--- config.mk ---
export PLATFORM = sky130hd
export DESIGN_NAME = scl_div_cell
export DESIGN_NICKNAME = d
export VERILOG_FILES = /design/src/rtl/core/spline_contour_lag_error_defines.svh /design/src/rtl/core/scl_pkg.sv /design/src/rtl/core/scl_div_cell.sv
export SDC_FILE = /design/constraint.sdc
export NUM_CORES = 1
export LEC_CHECK = 0
export BUFFER_PORTS_ARGS = -buffer_cell sky130_fd_sc_hd__buf_2
export CAP_MARGIN = 20
export CORE_ASPECT_RATIO = 0.9
export CORE_UTILIZATION = 30
export DETAILED_ROUTE_END_ITERATION = 16
export GPL_ROUTABILITY_DRIVEN = 0
export PLACE_DENSITY = 0.53
export RECOVER_POWER = 25
export SLEW_MARGIN = 10
export SYNTH_ARGS = -nofsm -noshare
export SYNTH_HDL_FRONTEND = slang
export SYNTH_SLANG_ARGS = --single-unit
--- constraint.sdc ---
create_clock -name clk -period 0.9 [get_ports clk]
set_input_delay 0.18 -clock clk [delete_from_list [all_inputs] [get_ports clk]]
set_output_delay 0.18 -clock clk [all_outputs]
set_load 0.05 [all_outputs]
--- src/rtl/core/spline_contour_lag_error_defines.svh ---
// Assertion macros for the spline contour and lag error block.
`ifndef SPLINE_CONTOUR_LAG_ERROR_DEFINES_SVH
`define SPLINE_CONTOUR_LAG_ERROR_DEFINES_SVH
`ifndef SYNTHESIS
`define SCL_ASSERT_IMP(lbl, ck, rn, ante, cons) \
    lbl: assert property (@(posedge ck) disable iff (!rn) (ante) |-> (cons)) \
        else $error("scl assertion failed");
`define SCL_ASSERT_NXT(lbl, ck, rn, ante, cons) \
    lbl: assert property (@(posedge ck) disable iff (!rn) (ante) |=> (cons)) \
        else $error("scl assertion failed");
`else
`define SCL_ASSERT_IMP(lbl, ck, rn, ante, cons)
`define SCL_ASSERT_NXT(lbl, ck, rn, ante, cons)
`endif
`endif

--- src/rtl/core/scl_pkg.sv ---
package scl_pkg;

    localparam int NUM_COEF   = 8;
    localparam int CFG_IDX_W  = 4;
    localparam int COEF_SEL_W = 3;

    localparam logic [CFG_IDX_W-1:0] NUM_COEF_IDX = 4'd8;

    localparam int COEF_X_CUBIC  = 0;
    localparam int COEF_X_SQUARE = 1;
    localparam int COEF_X_LINEAR = 2;
    localparam int COEF_X_CONST  = 3;
    localparam int COEF_Y_CUBIC  = 4;
    localparam int COEF_Y_SQUARE = 5;
    localparam int COEF_Y_LINEAR = 6;
    localparam int COEF_Y_CONST  = 7;

    // front-end pipeline depth
    localparam int FRONT_STAGES = 6;
    localparam int BACK_STAGES  = 2;

    typedef struct packed {
        logic load;
        logic valid_in;
    } scl_ctl_t;

endpackage

--- src/rtl/core/scl_div_cell.sv ---
module scl_div_cell #(
    parameter int W  = 32,
    parameter int F  = 16,
    parameter int SH = 16,
    parameter int SW = 66
) (
    input  logic              clk,
    input  logic              rst_n,
    input  scl_pkg::scl_ctl_t ctl,
    output logic              vld,
    input  logic [W-1:0]      len_i,
    input  logic [W+F-1:0]    remx_i,
    input  logic [W+F-1:0]    remy_i,
    input  logic [F:0]        qx_i,
    input  logic [F:0]        qy_i,
    input  logic [SW-1:0]     side_i,
    output logic [W-1:0]      len_o,
    output logic [W+F-1:0]    remx_o,
    output logic [W+F-1:0]    remy_o,
    output logic [F:0]        qx_o,
    output logic [F:0]        qy_o,
    output logic [SW-1:0]     side_o
);

    logic             vld_reg;
    logic [W-1:0]     len_reg;
    logic [W+F-1:0]   remx_reg, remy_reg;
    logic [F:0]       qx_reg, qy_reg;
    logic [SW-1:0]    side_reg;
    logic [W+F-1:0]   dvs;
    logic [W+F-1:0]   remx_next, remy_next;
    logic [F:0]       qx_next, qy_next;

    // quotient bit SH of both tangent lanes
    always_comb
    begin
        dvs       = (W+F)'(len_i) << SH;
        remx_next = remx_i;
        remy_next = remy_i;
        qx_next   = qx_i;
        qy_next   = qy_i;
        if (remx_i >= dvs)
        begin
            remx_next   = remx_i - dvs;
            qx_next[SH] = 1'b1;
        end
        if (remy_i >= dvs)
        begin
            remy_next   = remy_i - dvs;
            qy_next[SH] = 1'b1;
        end
    end

    always_ff @(posedge clk or negedge rst_n)
    begin
        if (!rst_n)
        begin
            vld_reg <= 1'b0;
        end
        else if (ctl.load)
        begin
            vld_reg <= ctl.valid_in;
        end
    end

    always_ff @(posedge clk)
    begin
        if (ctl.load)
        begin
            len_reg  <= len_i;
            remx_reg <= remx_next;
            remy_reg <= remy_next;
            qx_reg   <= qx_next;
            qy_reg   <= qy_next;
            side_reg <= side_i;
        end
    end

    assign vld    = vld_reg;
    assign len_o  = len_reg;
    assign remx_o = remx_reg;
    assign remy_o = remy_reg;
    assign qx_o   = qx_reg;
    assign qy_o   = qy_reg;
    assign side_o = side_reg;

endmodule

# Yosys cells after proc, flatten, opt, wreduce, memory -nomap -nowiden
# Cells that the tools add are included.
[classes]
order_cmp = 2
add_sub_neg = 2
mux = 2
[op_table]
columns = ["cell", "count"]
rows = [
  ["$ge A48 B48 Y1", 2],
  ["$mux W48", 2],
  ["$sub A48 B48 Y48", 2],
]
[totals]
reg_bits = 229

# Depth between registers and ports, before layout
[depth]
ltp_word = 2
depth_mapped = 14
depth_no_buf = 12

# Worst setup path after synthesis
# OpenSTA, ideal clock, no wires.
[synth_path]
path_type = "input to register"
startpoint = "input port remx_i[16]"
endpoint = "register remx_reg[42] (netlist: remx_o[42]) (data pin)"
setup_time_ns = 0.260
slack_ns = -1.964
arrival_ns = 2.603
path_buffers = 1
required_ns = 0.640
path_stages = 12
cell_sequence = "inv_1 > ha_1 > fa_1 > nor2b_1 > o31a_1 > o31a_1 > o21ai_0 > a2111oi_2 > o211ai_1 > a21oi_4 > buf_8 > mux2_4"
[synth_via]
elab_chain_cells = 2
[synth_rtl]
columns = ["item", "line", "source"]
rows = [
  ["start: declaration", "scl_div_cell.sv:12", "input logic [W+F-1:0] remx_i,"],
  ["$sub A48 B48 Y48 / $ge A48 B48 Y1 (equally long branches)", "scl_div_cell.sv:44, scl_div_cell.sv:42", ""],
  ["$mux W48 *", "scl_div_cell.sv:42", "if (remx_i >= dvs)"],
  ["via remx_next[42]", "scl_div_cell.sv:31", "logic [W+F-1:0] remx_next, remy_next;"],
  ["end signal: assignment", "scl_div_cell.sv:71", "remx_reg <= remx_next;"],
  ["end: declaration", "scl_div_cell.sv:27", "logic [W+F-1:0] remx_reg, remy_reg;"],
]
# The timed path passes the listed nets; every way through them passes the cells marked *.
# A chain may end at the register's enable or synchronous reset.

# Final worst setup path
[layout_path]
startpoint = "input port len_i[0]"
endpoint = "register remx_reg[42] (netlist: remx_o[42]) (data pin)"
[layout_via]
elab_chain_cells = 2
[layout_rtl]
columns = ["item", "line", "source"]
rows = [
  ["start: declaration", "scl_div_cell.sv:11", "input logic [W-1:0] len_i,"],
  ["$sub A48 B48 Y48 / $ge A48 B48 Y1 (equally long branches)", "scl_div_cell.sv:44, scl_div_cell.sv:42", ""],
  ["$mux W48 *", "scl_div_cell.sv:42", ""],
  ["via remx_next[42]", "scl_div_cell.sv:31", ""],
]
# Marked as above.

==> metrics <==
antenna violations before repair=5; H-tree levels=1; Synth Instances=934; final hold vios=0; vias=~12000; crit start category=primary input; CP endpoint kind=flip-flop; grt peak-use layer=met2; Core Rows=67; clk slew on worst S/H paths=0.06 ns; DPL Wire Length=32900 um; Slew HR=0.658; setup tns final=-198.54 ns; fmax=between 300 and 400 MHz; XOR/XNOR share of the synthesized area=0.0366; worst endpoint required time=1.20 ns; sequential cell area=0.00687 mm^2; global-route wire length before repair=68800 um; outcome=complete, but fails checks; gr ovfl total=0; Tmin final=2.57 ns; EDFF count, synth=228; final core occ=0.603; Avg Inst Size Synth=around 12 um^2; static leakage=9.86 nW; dominant register cell in the synthesized netlist=edfxtp_1; DRT Pass-1 Iters=5; violated checks=setup timing; final worst-path cycle share=2.86; Routed Antenna Nets=0; full die area=0.0390 mm^2; post-DR wirelength/cell=19.2 um; maximum vdd drop=0.960 mV; post-synthesis sequential area ratio=0.599; clk sinks=~230; Die X-Extent=208 um; Synth Area in Compound Gates=0.145; Placed Area=~0.017 mm^2; Synth Area in Simple Gates=0.101; # setup viols final=457; Max clock buf depth=3; largest net degree at the start of global routing=50; Final Skew=0 ns; area of the multi-input gates=0.00508 mm^2; Crit Path Class=primary input to flip-flop; top-level I/O count=461; Initial Util=0.306; vias in the first global route=11995; nets@finish=2245; met2 GRT Util=0.406; Final WS setup=-1.67 ns; main combinational cell family by area after synthesis=compound AO/OA/AOI/OAI gates; Syn. warnings=0; Synth Area in Adders=0.0733; max-cap viol count=0; clk root buf=clkbuf_16; Mapped Area=0.0115 mm^2; critical path fanouts, max=8; # fillers=2937; # DRC=0; worst hold path class=primary input to flip-flop; Placed Cells incl. Taps=2143; RSZ-0062 raised after global routing=true; Clock Latency Late Sink=0.55 ns; Die Span Y=188 um; Port-buffer cells=460; worst slew pin tran=0.513 ns; Max Slew Vio Count=0; Non-Filler Instances=between 2000 and 2500; synth unique cells=68; vias per inst=4.76; layout cell share with drive strength beyond 1=0.503; Largest register FFs=66; met3 Use GR=0.0442; Syn-to-layout area delta=96.7%; M1 GR Usage=0.269; mux contribution to synthesized area=0.0144; power density cells=1730 mW/mm^2; final wirelength=47100 um; CTS Buf Count=26; Crit path arrival time=2.87 ns; DRC marker count from the first detailed-route iteration=609; register bit count reported by yosys=229; Synth Net Count=1232; Final Cell Area=about 0.023 mm^2; TritonCTS clock tree=done; core area=0.0375 mm^2; Async S/R FF share, synth=0.00437; gr usage total=0.230
worst max-delay path, stage by stage:
cell and delay [ns]:
buf_8 0.10, ha_4 0.25, or4b_4 0.47, nor4_4 0.25, nand4_1 0.20, a2111oi_4 0.45, o211ai_1 0.19, a21oi_4 0.20
buf_12 0.13, buf_12 0.13, mux2_4 0.30
path summary, 6_finish.rpt:
| check | endpoint | slack, ns | cells after the start | start |
|---|---|---|---|---|
| worst max-delay path | remx_o[42] | -1.67 | 11 | len_i[0] |
| worst min-delay path | remy_o[37] | 0.01 | 4 | remy_i[37] |
| worst max register to register | vld | -0.02 | 2 | vld |
| worst min register to register | vld | 0.67 | 2 | vld |
| max in group asynchronous | vld | 0.32 | 3 | rst_n |
| min in group asynchronous | vld | 0.47 | 3 | rst_n |
cells in the mapped netlist (4+ instances only):
master,instances,share of area
nor4_1,7,0.0038
a21oi_2,9,0.0069
a21boi_0,4,0.0026
or2_2,4,0.0022
xnor2_1,26,0.020
a21oi_1,65,0.028
o31ai_1,5,0.0033
xor2_1,22,0.017
nor2_1,71,0.023
inv_1,51,0.017
o22ai_1,5,0.0027
nand2b_1,10,0.0055
o21ai_1,5,0.0022
o31a_1,5,0.0038
o21ai_0,66,0.029
clkbuf_1,16,0.0052
nand2_1,70,0.023
a211oi_1,9,0.0059
o21a_1,8,0.0052
nor3_1,12,0.0052
a31oi_1,10,0.0055
edfxtp_1,228,0.60
nand3_1,14,0.0061
o211ai_1,6,0.0039
and3_1,8,0.0044
and2_1,9,0.0049
buf_2,6,0.0026
ha_1,64,0.070
nand4_1,10,0.0055
o311ai_0,4,0.0031
nor2b_1,10,0.0055
a21o_1,28,0.018
mux2_2,8,0.0078
o21bai_1,4,0.0026
report_power, final:
group	internal [mW]	leakage, nW	total [mW]	switching [mW]
Sequential	13.0	2.24	13.5	0.534
Combinational	6.56	7.21	14.6	8.02
Clock	6.43	0.410	10.9	4.49
Total	26.0	9.86	39.0	13.0
layer usage:
metal | up-vias | routed length, um
li1 | 5569 | -
met1 | 5643 | 18600
met2 | 363 | 23900
met3 | 101 | 2380
met4 | 2 | 2240
met5 | - | 15
cells by family after synthesis:
logic type | count (synthesis)
compound gates | 257
xor+xnor | 48
fa+ha+maj | 66
buf+inv | 78
flops | 229
mux | 14
simple gates | 242
what timing repair did:
action | 4_1_cts | 5_1_grt
endpoints found under the setup margin | 295 | 295
setup buffers | 23 | 10
gates cloned | 4 | 7
endpoints found under the hold margin | 219 | 1
resized for setup | 547 | 73
pin swaps | 31 | 22
hold buffers | 220 | 1
cell usage in the layout (no fill, tap or decap), drive strengths merged, types with 11 or more instances in the layout:
master / count
a21o: 28
buf: 779
clkbuf: 43
a21oi: 75
xnor2: 26
dlygate4sd3: 221
nand2: 70
xor2: 22
mux2: 11
nand3: 14
ha: 64
nor2: 71
o21ai: 71
nor3: 12
edfxtp: 228
a31oi: 12
inv: 51
final cells by class:
cell class / count / share of cell area
repair buffers: 1012 / 0.395
flip-flops and latches: 229 / 0.304
multi-input cells: 627 / 0.225
clock buffers: 31 / 0.0296
well taps: 483 / 0.0268
inverters: 51 / 0.0104
clock inverters: 15 / 0.00820
diodes: 4 / 0.000443
through the flow:
| step | power [mW] | hold WS [ns] | setup WS (ns) |
|---|---|---|---|
| 4_1_cts | 38.6 | 0.00320 | -1.61 |
| 3_5_place_dp | 24.7 | -0.0436 | -2.36 |
| 6_report | 39.0 | 0.0132 | -1.67 |
| 5_1_grt | 40.5 | 0.00566 | -1.73 |
| 3_3_place_gp | 24.6 | -0.0462 | -2.33 |
| 2_1_floorplan | 20.3 | -0.116 | -1.86 |
(Power assumes the default switching activity.)
