**src/rtl/core/spline_contour_lag_error_defines.svh**
```systemverilog
// Assertion macros for the spline contour and lag error block.
`ifndef SPLINE_CONTOUR_LAG_ERROR_DEFINES_SVH
`define SPLINE_CONTOUR_LAG_ERROR_DEFINES_SVH
`ifndef SYNTHESIS
`define SCL_ASSERT_IMP(lbl, ck, rn, ante, cons) \
    lbl: assert property (@(posedge ck) disable iff (!rn) (ante) |-> (cons)) \
        else $error("scl assertion failed");
`define SCL_ASSERT_NXT(lbl, ck, rn, ante, cons) \
    lbl: assert property (@(posedge ck) disable iff (!rn) (ante) |=> (cons)) \
        else $error("scl assertion failed");
`else
`define SCL_ASSERT_IMP(lbl, ck, rn, ante, cons)
`define SCL_ASSERT_NXT(lbl, ck, rn, ante, cons)
`endif
`endif

```
**src/rtl/core/scl_pkg.sv**
```systemverilog
package scl_pkg;

    localparam int NUM_COEF   = 8;
    localparam int CFG_IDX_W  = 4;
    localparam int COEF_SEL_W = 3;

    localparam logic [CFG_IDX_W-1:0] NUM_COEF_IDX = 4'd8;

    localparam int COEF_X_CUBIC  = 0;
    localparam int COEF_X_SQUARE = 1;
    localparam int COEF_X_LINEAR = 2;
    localparam int COEF_X_CONST  = 3;
    localparam int COEF_Y_CUBIC  = 4;
    localparam int COEF_Y_SQUARE = 5;
    localparam int COEF_Y_LINEAR = 6;
    localparam int COEF_Y_CONST  = 7;

    // front-end pipeline depth
    localparam int FRONT_STAGES = 6;
    localparam int BACK_STAGES  = 2;

    typedef struct packed {
        logic load;
        logic valid_in;
    } scl_ctl_t;

endpackage

```
**src/rtl/core/scl_sqrt_cell.sv**
```systemverilog
module scl_sqrt_cell #(
    parameter int W  = 32,
    parameter int SW = 130
) (
    input  logic              clk,
    input  logic              rst_n,
    input  scl_pkg::scl_ctl_t ctl,
    output logic              vld,
    input  logic [2*W-1:0]    rad_i,
    input  logic [W+1:0]      rem_i,
    input  logic [W-1:0]      root_i,
    input  logic [SW-1:0]     side_i,
    output logic [2*W-1:0]    rad_o,
    output logic [W+1:0]      rem_o,
    output logic [W-1:0]      root_o,
    output logic [SW-1:0]     side_o
);

    logic             vld_reg;
    logic [2*W-1:0]   rad_reg;
    logic [W+1:0]     rem_reg;
    logic [W-1:0]     root_reg;
    logic [SW-1:0]    side_reg;
    logic [W+3:0]     cur;
    logic [W+3:0]     trial;
    logic             ge;
    logic [W+1:0]     rem_next;
    logic [W-1:0]     root_next;

    // one root bit per cell
    always_comb
    begin
        cur       = {rem_i, rad_i[2*W-1 -: 2]};
        trial     = {2'b00, root_i, 2'b01};
        ge        = (cur >= trial);
        rem_next  = ge ? (W+2)'(cur - trial) : cur[W+1:0];
        root_next = {root_i[W-2:0], ge};
    end

    always_ff @(posedge clk or negedge rst_n)
    begin
        if (!rst_n)
        begin
            vld_reg <= 1'b0;
        end
        else if (ctl.load)
        begin
            vld_reg <= ctl.valid_in;
        end
    end

    always_ff @(posedge clk)
    begin
        if (ctl.load)
        begin
            rad_reg  <= {rad_i[2*W-3:0], 2'b00};
            rem_reg  <= rem_next;
            root_reg <= root_next;
            side_reg <= side_i;
        end
    end

    assign vld    = vld_reg;
    assign rad_o  = rad_reg;
    assign rem_o  = rem_reg;
    assign root_o = root_reg;
    assign side_o = side_reg;

endmodule

```
**config.mk**
```make
export PLATFORM = sky130hd
export DESIGN_NAME = scl_sqrt_cell
export DESIGN_NICKNAME = d
export VERILOG_FILES = /design/src/rtl/core/spline_contour_lag_error_defines.svh /design/src/rtl/core/scl_pkg.sv /design/src/rtl/core/scl_sqrt_cell.sv
export SDC_FILE = /design/constraint.sdc
export NUM_CORES = 1
export LEC_CHECK = 0
export BUFFER_PORTS_ARGS = -buffer_cell sky130_fd_sc_hd__buf_2
export CAP_MARGIN = 20
export CORE_AREA = 10 10 199 201
export CTS_BUF_LIST = sky130_fd_sc_hd__clkbuf_4
export CTS_CLUSTER_SIZE = 30
export DETAILED_ROUTE_END_ITERATION = 16
export DIE_AREA = 0 0 209 211
export SYNTH_ARGS = -nofsm -noshare
export SYNTH_HDL_FRONTEND = slang
export SYNTH_SLANG_ARGS = --single-unit
```
**constraint.sdc**
```tcl
create_clock -name clk -period 1 [get_ports clk]
set_input_delay 0.05 -clock clk [delete_from_list [all_inputs] [get_ports clk]]
set_output_delay 0.05 -clock clk [all_outputs]
set_load 0.005 [all_outputs]
```
After elaboration in Yosys (flattened, before gate mapping)
Cells that the tools add are included.

word-level totals
  flip-flop bits (word level) = 259
  input port bits = 264
  output and inout port bits = 261
  word-level logic and storage cells = 8

cells by class
  $add $sub $neg = 1
  magnitude comparators = 1
  multiplexer cells = 1

operators with widths
  operator        number
  $ge 36x34->1    1
  $mux 34         1
  $sub 34x34->34  1

Logic depth before layout (Yosys ltp)
Gate-level depths: netlist (run 1).

  depth after elaboration = 2
  gate-level depth with buffers = 13
  depth with buffers taken out = 10

Least setup slack after synthesis (run 1)
OpenSTA, ideal clock, no wires.

  kind = input to register
  start = input root_i[9]
  end = register rem_reg[27] (netlist: rem_o[27]) (data pin)
  library setup time = 260 ps
  arrival = 2032 ps
  required time = 740 ps
  path slack = -1293 ps
  stages on the path = 10
  path buffers = 0
  path through = inv_1 > ha_1 > a21o_1 > a31o_1 > a211oi_4 > o211ai_2 > a21bo_2 > mux2i_1 > o221ai_1 > mux2_4

on the way
  word-level cells in the longest chain between the ends = 2
  elaborated cells on any way between the ends = 3
  classes of those cells = add/sub (1); order compare (1); mux (1)

RTL lines
  item                                            line                                      source
  start, declared                                 scl_sqrt_cell.sv:11                       input logic [W-1:0] root_i,
  $sub 34x34->34 or $ge 36x34->1 (tied branches)  scl_sqrt_cell.sv:36, scl_sqrt_cell.sv:35
  $mux 34 *                                       scl_sqrt_cell.sv:36                       rem_next = ge ? (W+2)'(cur - trial) : cur[W+1:0];
  via rem_next[27]                                scl_sqrt_cell.sv:27                       logic [W+1:0] rem_next;
  end signal, assigned                            scl_sqrt_cell.sv:57                       rem_reg <= rem_next;
  end, declared                                   scl_sqrt_cell.sv:21                       logic [W+1:0] rem_reg;

Mark *: on every way through the listed nets, which the timed path passes. The rest lies on a longest branch.
A chain may end at the register's enable or synchronous reset.

Final worst setup path (run 1)
  start = input rem_i[9]
  end = register rem_reg[29] (netlist: rem_o[29]) (data pin)

on the way
  word-level cells in the longest chain between the ends = 2
  elaborated cells on any way between the ends = 3
  classes of those cells = add/sub (1); order compare (1); mux (1)

RTL lines
  item                                            line                                      source
  start, declared                                 scl_sqrt_cell.sv:10                       input logic [W+1:0] rem_i,
  $sub 34x34->34 or $ge 36x34->1 (tied branches)  scl_sqrt_cell.sv:36, scl_sqrt_cell.sv:35
  $mux 34 *                                       scl_sqrt_cell.sv:36
  via rem_next[29]                                scl_sqrt_cell.sv:27

Marked as above.

==> metrics.md, run 1 <==
| Metric | Value |
|---|---|
| Outcome | complete, but fails checks |
| Failing checks | negative hold slack, negative setup slack |
| Cell Count Post-Placement | 1741 |
| Wire per inst | 22.6 um |
| Final #Nets | 2066 |
| Register share of total power | 43.5% |
| Max reg flops | 130 |
| Peak supply drop | 0.000953 V |
| Prevailing post-synth register cell | edfxtp_1 |
| Syn_area_per_cell | 16.0 um2 |
| Initial Util | 29.0% |
| DP HPWL | 33700 um |
| Clock power share | 34.4% |
| # DRC | 0 |
| Maxcap violations | 0 |
| Min-delay worst type | in2reg |
| Clk_lat worst skew | 0.73 ns |
| Number of synthesized register bits | 259 |
| Slew Limit Headroom | 66.4% |
| Static Leak | 9.00 nW |
| Cell-internal power | 22.7 mW |
| Setup ws final | -0.681 ns |
| Post-synth EDFFs | 258 |
| Power per Cell Area | 1500 mW/mm2 |
| Register area share after synthesis | 75.8% |
| CP max FO | 4 |
| Synthesized area | 0.0103 mm2 |
| Psw | 8.20 mW |
| Global placer's final weighted congestion | 0.809 |
| Crit path capture type | register |
| Arrival time of the worst setup path | 2.14 ns |
| I/O Pins | 525 |
| Fill count | 2767 |
| Vias in the first global route | 11262 |
| Crit path kind | in2reg |
| Clock root buffer | clkbuf_4 |
| Post-DP Area | 0.0147 mm2 |
| Combinational Power Share | 22.1% |
| Tot Pwr | 30.9 mW |
| Post-route ant nets | 0 |
| Sw Share | 26.6% |
| Post-synth cell types | 64 |
| Die Span X | 209 um |
| CTS buffer count | 72 |
| DR iter-0 viols | 571 |
| Period utilization | 168% |
| Final Max Tran Viols | 0 |
| Vias per cell | 4.55 |
| CTS tree | yes |
| F_max | 595 MHz |
| GRT overflow | 0 |
| Core area | 0.0354 mm2 |
| Final non-filler cell total | 2282 |
| # setup viols final | 294 |
| Hold_ws | -0.488 ns |
| Synth async-reset ratio | 0.386% |
| Die ar. | 0.0441 mm2 |
| Total GRT Usage | 22.2% |
| Post-route cell area | 0.0206 mm2 |
| Layout Skew | 0 ns |
| Worst Tran Pin Value | 0.500 ns |
| Min cycle time layout | 1.68 ns |
| Place WS | -1.70 ns |
| Worst setup SP type | input port |
| Syn. warnings | 0 |
| H-tree depth | 3 |
| Hold Fails Final Rpt | 16 |
| Clk buf depth | 3 |
| # rows | 69 |
| Final wirelength | 51500 um |
| CP Data Required Time | 1.46 ns |
| Num Clock Sinks | 259 |
| Die Span Y | 211 um |
| Fraction of layout cells with a size suffix above 1 | 50.8% |
| First-pass GRT wire length | 73300 um |
| Initial antenna violation count | 11 |
| Pin count of the biggest net entering global routing | 35 |
| PortBufs | 522 |
| Gate Count Post-Synth | 639 |
| RSZ-0062 raised after global routing | yes |
| DR vias | 10394 |
| Area added between synthesis and finish | 101% |
| Register clock-pin slew on the reported worst setup and hold paths | 0.06 ns |
| DR pass1 iterations | 5 |
kinds of logic after synthesis:
kind of cell	Yosys count	synth area share [%]
xor+xnor	27	2.31
fa+ha+maj	34	4.15
other cells	1	0.0366
simple gates	120	5.47
compound gates	133	9.09
buf+inv	59	2.51
flops	259	75.8
mux	6	0.647
per-layer routing:
metal	part of all wire, %	track usage [%]
met1	34	22.2
met2	51	38.2
met3	8.9	8.09
met4	5.7	14.8
met5	0.072	0
what timing repair did:
item,4_1_cts,5_1_grt
hold buffers,365,21
buffers inserted,20,11
resized for setup,132,71
pin swaps,57,34
gates cloned,3,2
endpoints found under the setup margin,294,294
endpoints found under the hold margin,518,35
placed cells by master (no fill, tap or decap), drive strengths merged, types with 3 or more instances in the layout:
cell	n
a21o	20
a21oi	28
a31oi	5
and2	5
and3	5
buf	682
bufinv	4
clkbuf	106
clkinv	9
diode	7
dlygate4sd3	386
edfxtp	258
ha	34
inv	44
mux2i	4
nand2	58
nand2b	5
nand3	6
nand4	7
nor2	18
nor3	10
o211ai	3
o21a	4
o21ai	46
o31ai	5
o41ai	3
xnor2	14
xor2	13
stage by stage:
stage	utilization (%)	TNS (ns)
after detailed placement	41.7	-54.28
after floorplan	-	-34.83
final	58.2	-93.15
after global routing	58.2	-113.96
after CTS	56.7	-109.54
after global placement	41.7	-52.54
final cells by class:
cell class / instances / area, um2 / share of cell area (%)
multi-input cells: 323 / 2880 / 14.0
inverters: 43 / 216 / 1.05
repair buffers: 1069 / 8180 / 39.7
well taps: 461 / 577 / 2.80
clock buffers: 105 / 788 / 3.83
clock inverters: 15 / 166 / 0.808
diodes: 7 / 17.5 / 0.0850
flip-flops and latches: 259 / 7770 / 37.7
final timing paths:
check | startpoint | end | slack, ns | cells after the start
min in group asynchronous | rst_n | vld | 0.19 | 3
hold / removal | root_i[5] | root_o[6] | -0.49 | 1
setup reg to reg | vld | vld | 0.21 | 1
hold reg to reg | vld | vld | 0.57 | 1
max in group asynchronous | rst_n | vld | 0.70 | 3
setup / recovery | rem_i[9] | rem_o[29] | -0.68 | 11
critical path, cell delays in order:
cell and delay, ns:
buf_8 0.10, ha_4 0.25, a21o_1 0.16, a31o_1 0.21, a211oi_4 0.30, a2111oi_4 0.15
o41ai_4 0.46, buf_4 0.19, o21ai_2 0.05, xnor2_1 0.15, o21ai_1 0.07
cell usage after synthesis (all sizes together) (3+ instances only):
cell type	n	area [um2]
edfxtp	258	7750
nand2	58	218
o21ai	46	234
inv	42	158
ha	34	425
a21oi	28	140
a21o	20	151
nor2	18	67.6
xnor2	14	123
xor2	13	114
nor3	10	50.1
buf	9	56.3
clkbuf	7	38.8
nand4	7	50.1
nand3	6	30.0
a31oi	5	46.3
and2	5	33.8
and3	5	35.0
nand2b	5	31.3
o31ai	5	42.5
mux2i	4	40.0
o211ai	3	27.5
o21a	3	22.5
o41ai	3	48.8
power by group through the flow:
stage / registers [mW] / clock network [mW] / logic [mW]
detailed placement: 13.6 / 0 / 4.78
floorplan: 13.7 / 0 / 1.59
global placement: 13.5 / 0 / 4.70
finish: 13.4 / 10.6 / 6.83
global route: 13.5 / 11.5 / 7.29
CTS: 13.4 / 10.7 / 6.41
(Power assumes the default switching activity.)
==> run 2, diff against run 1 <==
Settings changed: REMOVE_ABC_BUFFERS from default to 1, SKIP_CTS_REPAIR_TIMING from default to 1, SKIP_LAST_GASP from default to 1.
==> run 2 against run 1 <==
  * The flow still finishes with violations (negative hold slack, negative setup slack)
  * Sequential share of layout area up 3.3 points
  * Highest routed layer unchanged
  * Critical endpoint is now rem_o[26]
  * Clock power down 12%
  * Worst hold slack better by 0.016 ns
  * Design area down 8.0%
  * Clock-buffer cell count down 1
  * Critical path depth unchanged
==> metrics.md, run 2 (synthesis results as in run 1) <==
| Metric | Value |
|---|---|
| Outcome | complete, but fails checks (unchanged) |
| Failing checks | negative hold slack, negative setup slack (unchanged) |
| Fraction of layout cells with a size suffix above 1 | 50.9% (was 50.8%) |
| Psw | 7.66 mW (was 8.20 mW) |
| PortBufs | 522 (unchanged) |
| Num Clock Sinks | 259 (unchanged) |
| Max reg flops | 130 (unchanged) |
| Period utilization | 171% (was 168%) |
| Crit path kind | in2reg (unchanged) |
| Clock root buffer | clkbuf_4 (unchanged) |
| Clock power share | 32.5% (was 34.4%) |
| Pin count of the biggest net entering global routing | 56 (was 35) |
| Layout Skew | 0 ns (unchanged) |
| Critical path's slowest cell | o41ai_2 (was o41ai_4) |
| Tot Pwr | 28.7 mW (was 30.9 mW) |
| Global placer's final weighted congestion | 0.825 (was 0.809) |
| CP top delay family | compound AO/OA/AOI/OAI gates (unchanged) |
| Most common cell after layout, fill and taps aside | buf_2 (unchanged) |
| Arrival time of the worst setup path | 2.18 ns (was 2.14 ns) |
| Final non-filler cell total | 2177 (was 2282) |
| Post-route cell area | 0.0189 mm2 (was 0.0206 mm2) |
| Register clock-pin slew on the reported worst setup and hold paths | 0.06 ns (about the same) |
| DR vias | 9848 (was 10394) |
| Setup ws final | -0.709 ns (was -0.681 ns) |
| DP HPWL | 33500 um (was 33700 um) |
| Worst setup SP type | input port (unchanged) |
| Cell-internal power | 21.1 mW (was 22.7 mW) |
| Worst Reg2Reg Path Length in Cells | 1 (unchanged) |
| CP Data Required Time | 1.47 ns (was 1.46 ns) |
| F_max | 585 MHz (was 595 MHz) |
| Most frequent cells in the layout | buf_2 (501), dlygate4sd3_1 (291), edfxtp_1 (258), buf_4 (147), clkbuf_4 (104) (was buf_2 (475), dlygate4sd3_1 (386), edfxtp_1 (258), buf_4 (143), clkbuf_4 (105)) |
| # setup viols final | 294 (unchanged) |
| # DRC | 0 (unchanged) |
| CP most frequent cell | inv_4 |
| Hold path startpoint | root_i[0] (was root_i[5]) |
| CTS buffer count | 72 (unchanged) |
| Min cycle time layout | 1.71 ns (was 1.68 ns) |
| Core area | 0.0354 mm2 (unchanged) |
| Clk_lat worst skew | 0.69 ns (was 0.73 ns) |
| Bufs and invs on worst path | 4 (was 2) |
| Die Span Y | 211 um (unchanged) |
| Initial antenna violation count | 7 (was 11) |
| Hold_ws | -0.473 ns (was -0.488 ns) |
| Combinational Power Share | 20.9% (was 22.1%) |
| Area added between synthesis and finish | 84.7% (was 101%) |
| Vias in the first global route | 8681 (was 11262) |
| Peak supply drop | 0.000919 V (was 0.000953 V) |
| DR iter-0 viols | 522 (was 571) |
| Initial Util | 29.0% (unchanged) |
| Total GRT Usage | 17.6% (was 22.2%) |
| CTS tree | yes (unchanged) |
| RSZ-0062 raised after global routing | yes (unchanged) |
| Die ar. | 0.0441 mm2 (unchanged) |
| Static Leak | 8.37 nW (was 9.00 nW) |
| Final wirelength | 47400 um (was 51500 um) |
| Sw Share | 26.7% (was 26.6%) |
| GRT overflow | 0 (unchanged) |
| Die Span X | 209 um (unchanged) |
| Register share of total power | 46.6% (was 43.5%) |
| Hold EP | root_o[1] (was root_o[6]) |
| Place WS | -1.68 ns (was -1.70 ns) |
| Worst hold path depth | 1 (unchanged) |
| Maxcap violations | 0 (unchanged) |
| R2R Path End | vld (unchanged) |
| Min-delay worst type | in2reg (unchanged) |
| Vias per cell | 4.52 (was 4.55) |
| DR pass1 iterations | 5 (unchanged) |
| Post-DP Area | 0.0145 mm2 (was 0.0147 mm2) |
| I/O Pins | 525 (unchanged) |
| CP max FO | 8 (was 4) |
| Hold Fails Final Rpt | 10 (was 16) |
| Cell Count Post-Placement | 1747 (was 1741) |
| H-tree depth | 3 (unchanged) |
| Final Util | 53.5% (was 58.2%) |
| Flop2flop setup slack | 0.25 ns (was 0.21 ns) |
| Worst setup path startpoint | root_i[7] (was rem_i[9]) |
| Post-route ant nets | 0 (unchanged) |
| Crit path capture type | register (unchanged) |
| Clk buf depth | 3 (unchanged) |
| First-pass GRT wire length | 57300 um (was 73300 um) |
| Wire per inst | 21.8 um (was 22.6 um) |
| Final Max Tran Viols | 0 (unchanged) |
| Slowest stage delay, CP | 0.38 ns (was 0.46 ns) |
| R2R Path Start | vld (unchanged) |
| Power per Cell Area | 1520 mW/mm2 (was 1500 mW/mm2) |
| # rows | 69 (unchanged) |
| Final #Nets | 1966 (was 2066) |
| Crit path cell chain | buf_8, inv_4, ha_4, a21o_1, o41ai_2, o211ai_1, a211oi_2, o21a_4, inv_4, buf_4, a31o_1 (was buf_8, ha_4, a21o_1, a31o_1, a211oi_4, a2111oi_4, o41ai_4, buf_4, o21ai_2, xnor2_1, o21ai_1) |
-- run 2: how the worst max path moves through the flow --
stage	to	cells past startpoint
global placement	rem_o[26]	12
floorplan	rem_o[27]	9
finish	rem_o[26]	11
CTS	rem_o[27]	11
global route	rem_o[29]	12
detailed placement	rem_o[27]	11
-- run 2: power groups by stage --
stage | logic, mW | registers (mW) | clock network (mW)
floorplan | 1.28 | 13.7 | 0
global placement | 4.46 | 13.5 | 0
detailed placement | 4.54 | 13.6 | 0
CTS | 4.56 | 13.3 | 9.57
global route | 6.44 | 13.4 | 10.3
finish | 6.00 | 13.4 | 9.34
-- run 2: stage by stage --
stage | hold WS, ns | setup TNS (ns)
3_3_place_gp | -0.175 | -53.58
2_1_floorplan | -0.246 | -69.71
3_5_place_dp | -0.175 | -56.65
6_report | -0.473 | -91.81
4_1_cts | -0.982 | -119.85
5_1_grt | -0.539 | -114.80
-- run 2: area by class of cell --
class	instances	area, um2
diodes	6	15.0
clock buffers	104	781
repair buffers	970	6970
flip-flops and latches	259	7770
well taps	461	577
multi-input cells	322	2600
clock inverters	12	55.1
fillers	2974	16500
inverters	43	176
-- run 2: routing by layer --
metal  track usage [%]  wire length, um  up-vias
met1              18.0            16300     4727
met2              31.4            25400      492
li1                  -                -     4517
met4              8.39             1980        2
met3              6.25             3820      110
met5                 0               13        -
==> run 3, diff against run 2 <==
Settings changed: SKIP_CTS_REPAIR_TIMING 1 to default.
==> run 3 against run 2 <==
  * The flow still finishes with violations (negative hold slack, negative setup slack)
  * Global-route usage is 4.3 points higher
  * Combinational power is 11% higher
  * Design area is 7.3% higher
  * Clock-buffer cell count stayed put
==> metrics.md, run 3 (synthesis results as in run 1) <==
| Metric | Value |
|---|---|
| Die Span Y | 211 um (unchanged) |
| Crit path kind | in2reg (unchanged) |
| Global placer's final weighted congestion | 0.825 (unchanged) |
| Hold Fails Final Rpt | 13 (was 10) |
| Vias in the first global route | 11000 (was 8681) |
| Core area | 0.0354 mm2 (unchanged) |
| Slowest stage delay, CP | 0.35 ns (was 0.38 ns) |
| Worst setup SP type | input port (unchanged) |
| Die Span X | 209 um (unchanged) |
| Static Leak | 9.00 nW (was 8.37 nW) |
| Clock power share | 32.0% (was 32.5%) |
| DR iter-0 viols | 540 (was 522) |
| Setup ws final | -0.723 ns (was -0.709 ns) |
| Final wirelength | 50900 um (was 47400 um) |
| Initial Util | 29.0% (unchanged) |
| Peak supply drop | 0.00110 V (was 0.000919 V) |
| Clk buf depth | 3 (unchanged) |
| Place WS | -1.68 ns (unchanged) |
| Vias per cell | 4.59 (was 4.52) |
| Post-DP Area | 0.0145 mm2 (unchanged) |
| H-tree depth | 3 (unchanged) |
| Period utilization | 172% (was 171%) |
| Clk_lat worst skew | 0.69 ns (about the same) |
| # setup viols final | 294 (unchanged) |
| CP max FO | 5 (was 8) |
| Sw Share | 27.2% (was 26.7%) |
| Tot Pwr | 29.5 mW (was 28.7 mW) |
| Max reg flops | 130 (unchanged) |
| Fraction of layout cells with a size suffix above 1 | 50.4% (was 50.9%) |
| Die ar. | 0.0441 mm2 (unchanged) |
| Bufs and invs on worst path | 2 (was 4) |
| Post-route cell area | 0.0203 mm2 (was 0.0189 mm2) |
| CTS buffer count | 72 (unchanged) |
| Arrival time of the worst setup path | 2.17 ns (was 2.18 ns) |
| Psw | 8.03 mW (was 7.66 mW) |
| Combinational Power Share | 22.7% (was 20.9%) |
| DR vias | 10461 (was 9848) |
| # rows | 69 (unchanged) |
| F_max | 580 MHz (was 585 MHz) |
| Critical path's slowest cell | a211oi_4 (was o41ai_2) |
| Register clock-pin slew on the reported worst setup and hold paths | 0.06 ns (about the same) |
| Total GRT Usage | 21.9% (was 17.6%) |
| Maxcap violations | 0 (unchanged) |
| First-pass GRT wire length | 72300 um (was 57300 um) |
| Min-delay worst type | in2reg (unchanged) |
| GRT overflow | 0 (unchanged) |
| RSZ-0062 raised after global routing | yes (unchanged) |
| Register share of total power | 45.4% (was 46.6%) |
| Min cycle time layout | 1.72 ns (was 1.71 ns) |
| Crit path capture type | register (unchanged) |
| Initial antenna violation count | 9 (was 7) |
| # DRC | 0 (unchanged) |
| Most frequent cells in the layout | buf_2 (501), dlygate4sd3_1 (383), edfxtp_1 (258), buf_4 (146), clkbuf_4 (104) (was buf_2 (501), dlygate4sd3_1 (291), edfxtp_1 (258), buf_4 (147), clkbuf_4 (104)) |
| DP HPWL | 33500 um (unchanged) |
| Outcome | complete, but fails checks (unchanged) |
| CTS tree | yes (unchanged) |
| Fill count | 2824 (was 2974) |
| Post-route ant nets | 0 (unchanged) |
| Area added between synthesis and finish | 98.2% (was 84.7%) |
| Cell-internal power | 21.5 mW (was 21.1 mW) |
| Clock root buffer | clkbuf_4 (unchanged) |
| Final Max Tran Viols | 0 (unchanged) |
| Failing checks | negative hold slack, negative setup slack (unchanged) |
| Hold_ws | -0.465 ns (was -0.473 ns) |
| CP Data Required Time | 1.44 ns (was 1.47 ns) |
| Layout Skew | 0 ns (unchanged) |
| I/O Pins | 525 (unchanged) |
| Crit path cell chain | buf_2, inv_2, ha_4, a21o_1, a31o_1, a211oi_4, o211ai_2, a21bo_2, mux2i_1, o221ai_1, mux2_4 (was buf_8, inv_4, ha_4, a21o_1, o41ai_2, o211ai_1, a211oi_2, o21a_4, inv_4, buf_4, a31o_1) |
| Pin count of the biggest net entering global routing | 56 (unchanged) |
| Num Clock Sinks | 259 (unchanged) |
| Power per Cell Area | 1450 mW/mm2 (was 1520 mW/mm2) |
| PortBufs | 522 (unchanged) |
| Most common cell after layout, fill and taps aside | buf_2 (unchanged) |
| Final #Nets | 2068 (was 1966) |
| DR pass1 iterations | 5 (unchanged) |
| Wire per inst | 22.3 um (was 21.8 um) |
| CP top delay family | compound AO/OA/AOI/OAI gates (unchanged) |
==> run 3: cell types whose count changed in the layout (fill, tap and decap cells not counted), moves of 6 or more <==
cell	previous run	this run
dlygate4sd3_1	291	383
inv_1	26	33
nand2_4	1	15
o21ai_0	33	19
nand2_1	55	32
inv_2	14	8
nand2_2	2	11
o21ai_2	3	13
==> run 3: area by class of cell <==
class / count / area (um2) / area share, %
Clock inverter: 12 / 55.1 / 0.271
Multi-Input combinational cell: 322 / 2860 / 14.1
Tap cell: 461 / 577 / 2.84
Timing Repair Buffer: 1072 / 8090 / 39.8
Clock buffer: 104 / 781 / 3.84
Inverter: 43 / 176 / 0.868
Antenna cell: 8 / 20.0 / 0.0985
Sequential cell: 259 / 7770 / 38.2
==> run 3: per-layer routing <==
layer / track usage, % / routed length [um] / share of wire (%) / up-vias
met5: 0 / 13 / 0.026 / -
met4: 11.4 / 2590 / 5.1 / 2
met1: 22.6 / 17500 / 34 / 5043
met3: 6.24 / 3900 / 7.7 / 128
met2: 39.7 / 26900 / 53 / 551
li1: - / - / - / 4737
==> run 3: power groups by stage <==
stage          clock [mW]  combinational [mW]  sequential, mW
3_5_place_dp            0                4.54            13.6
6_report             9.44                6.69            13.4
3_3_place_gp            0                4.46            13.5
5_1_grt              10.4                7.13            13.5
2_1_floorplan           0                1.28            13.7
4_1_cts              9.57                6.29            13.3
==> run 3: worst paths after layout <==
path                           start   endpoint  slack [ns]  depth (start not counted)
setup / recovery           root_i[9]  rem_o[27]       -0.72                         11
hold / removal             root_i[0]  root_o[1]       -0.47                          1
setup reg to reg                 vld        vld        0.25                          1
hold reg to reg                  vld        vld        0.52                          1
max in group asynchronous      rst_n        vld        0.67                          3
min in group asynchronous      rst_n        vld        0.23                          3
==> run 3: through the flow <==
step | std cells | utilization, % | setup TNS (ns)
after CTS | 2246 | 55.8 | -111.65
after detailed placement | 1747 | 40.9 | -56.65
after floorplan | 624 | - | -69.71
final | 2281 | 57.4 | -90.82
after global routing | 2278 | 57.4 | -115.95
after global placement | 1747 | 40.9 | -53.58
==> run 3: timing repair <==
action,in CTS,in global routing
setup endpoints to repair,294,294
gates cloned,5,0
endpoints found under the hold margin,517,33
pin swaps,62,24
setup buffers,19,4
resized for setup,141,61
hold buffers,359,24
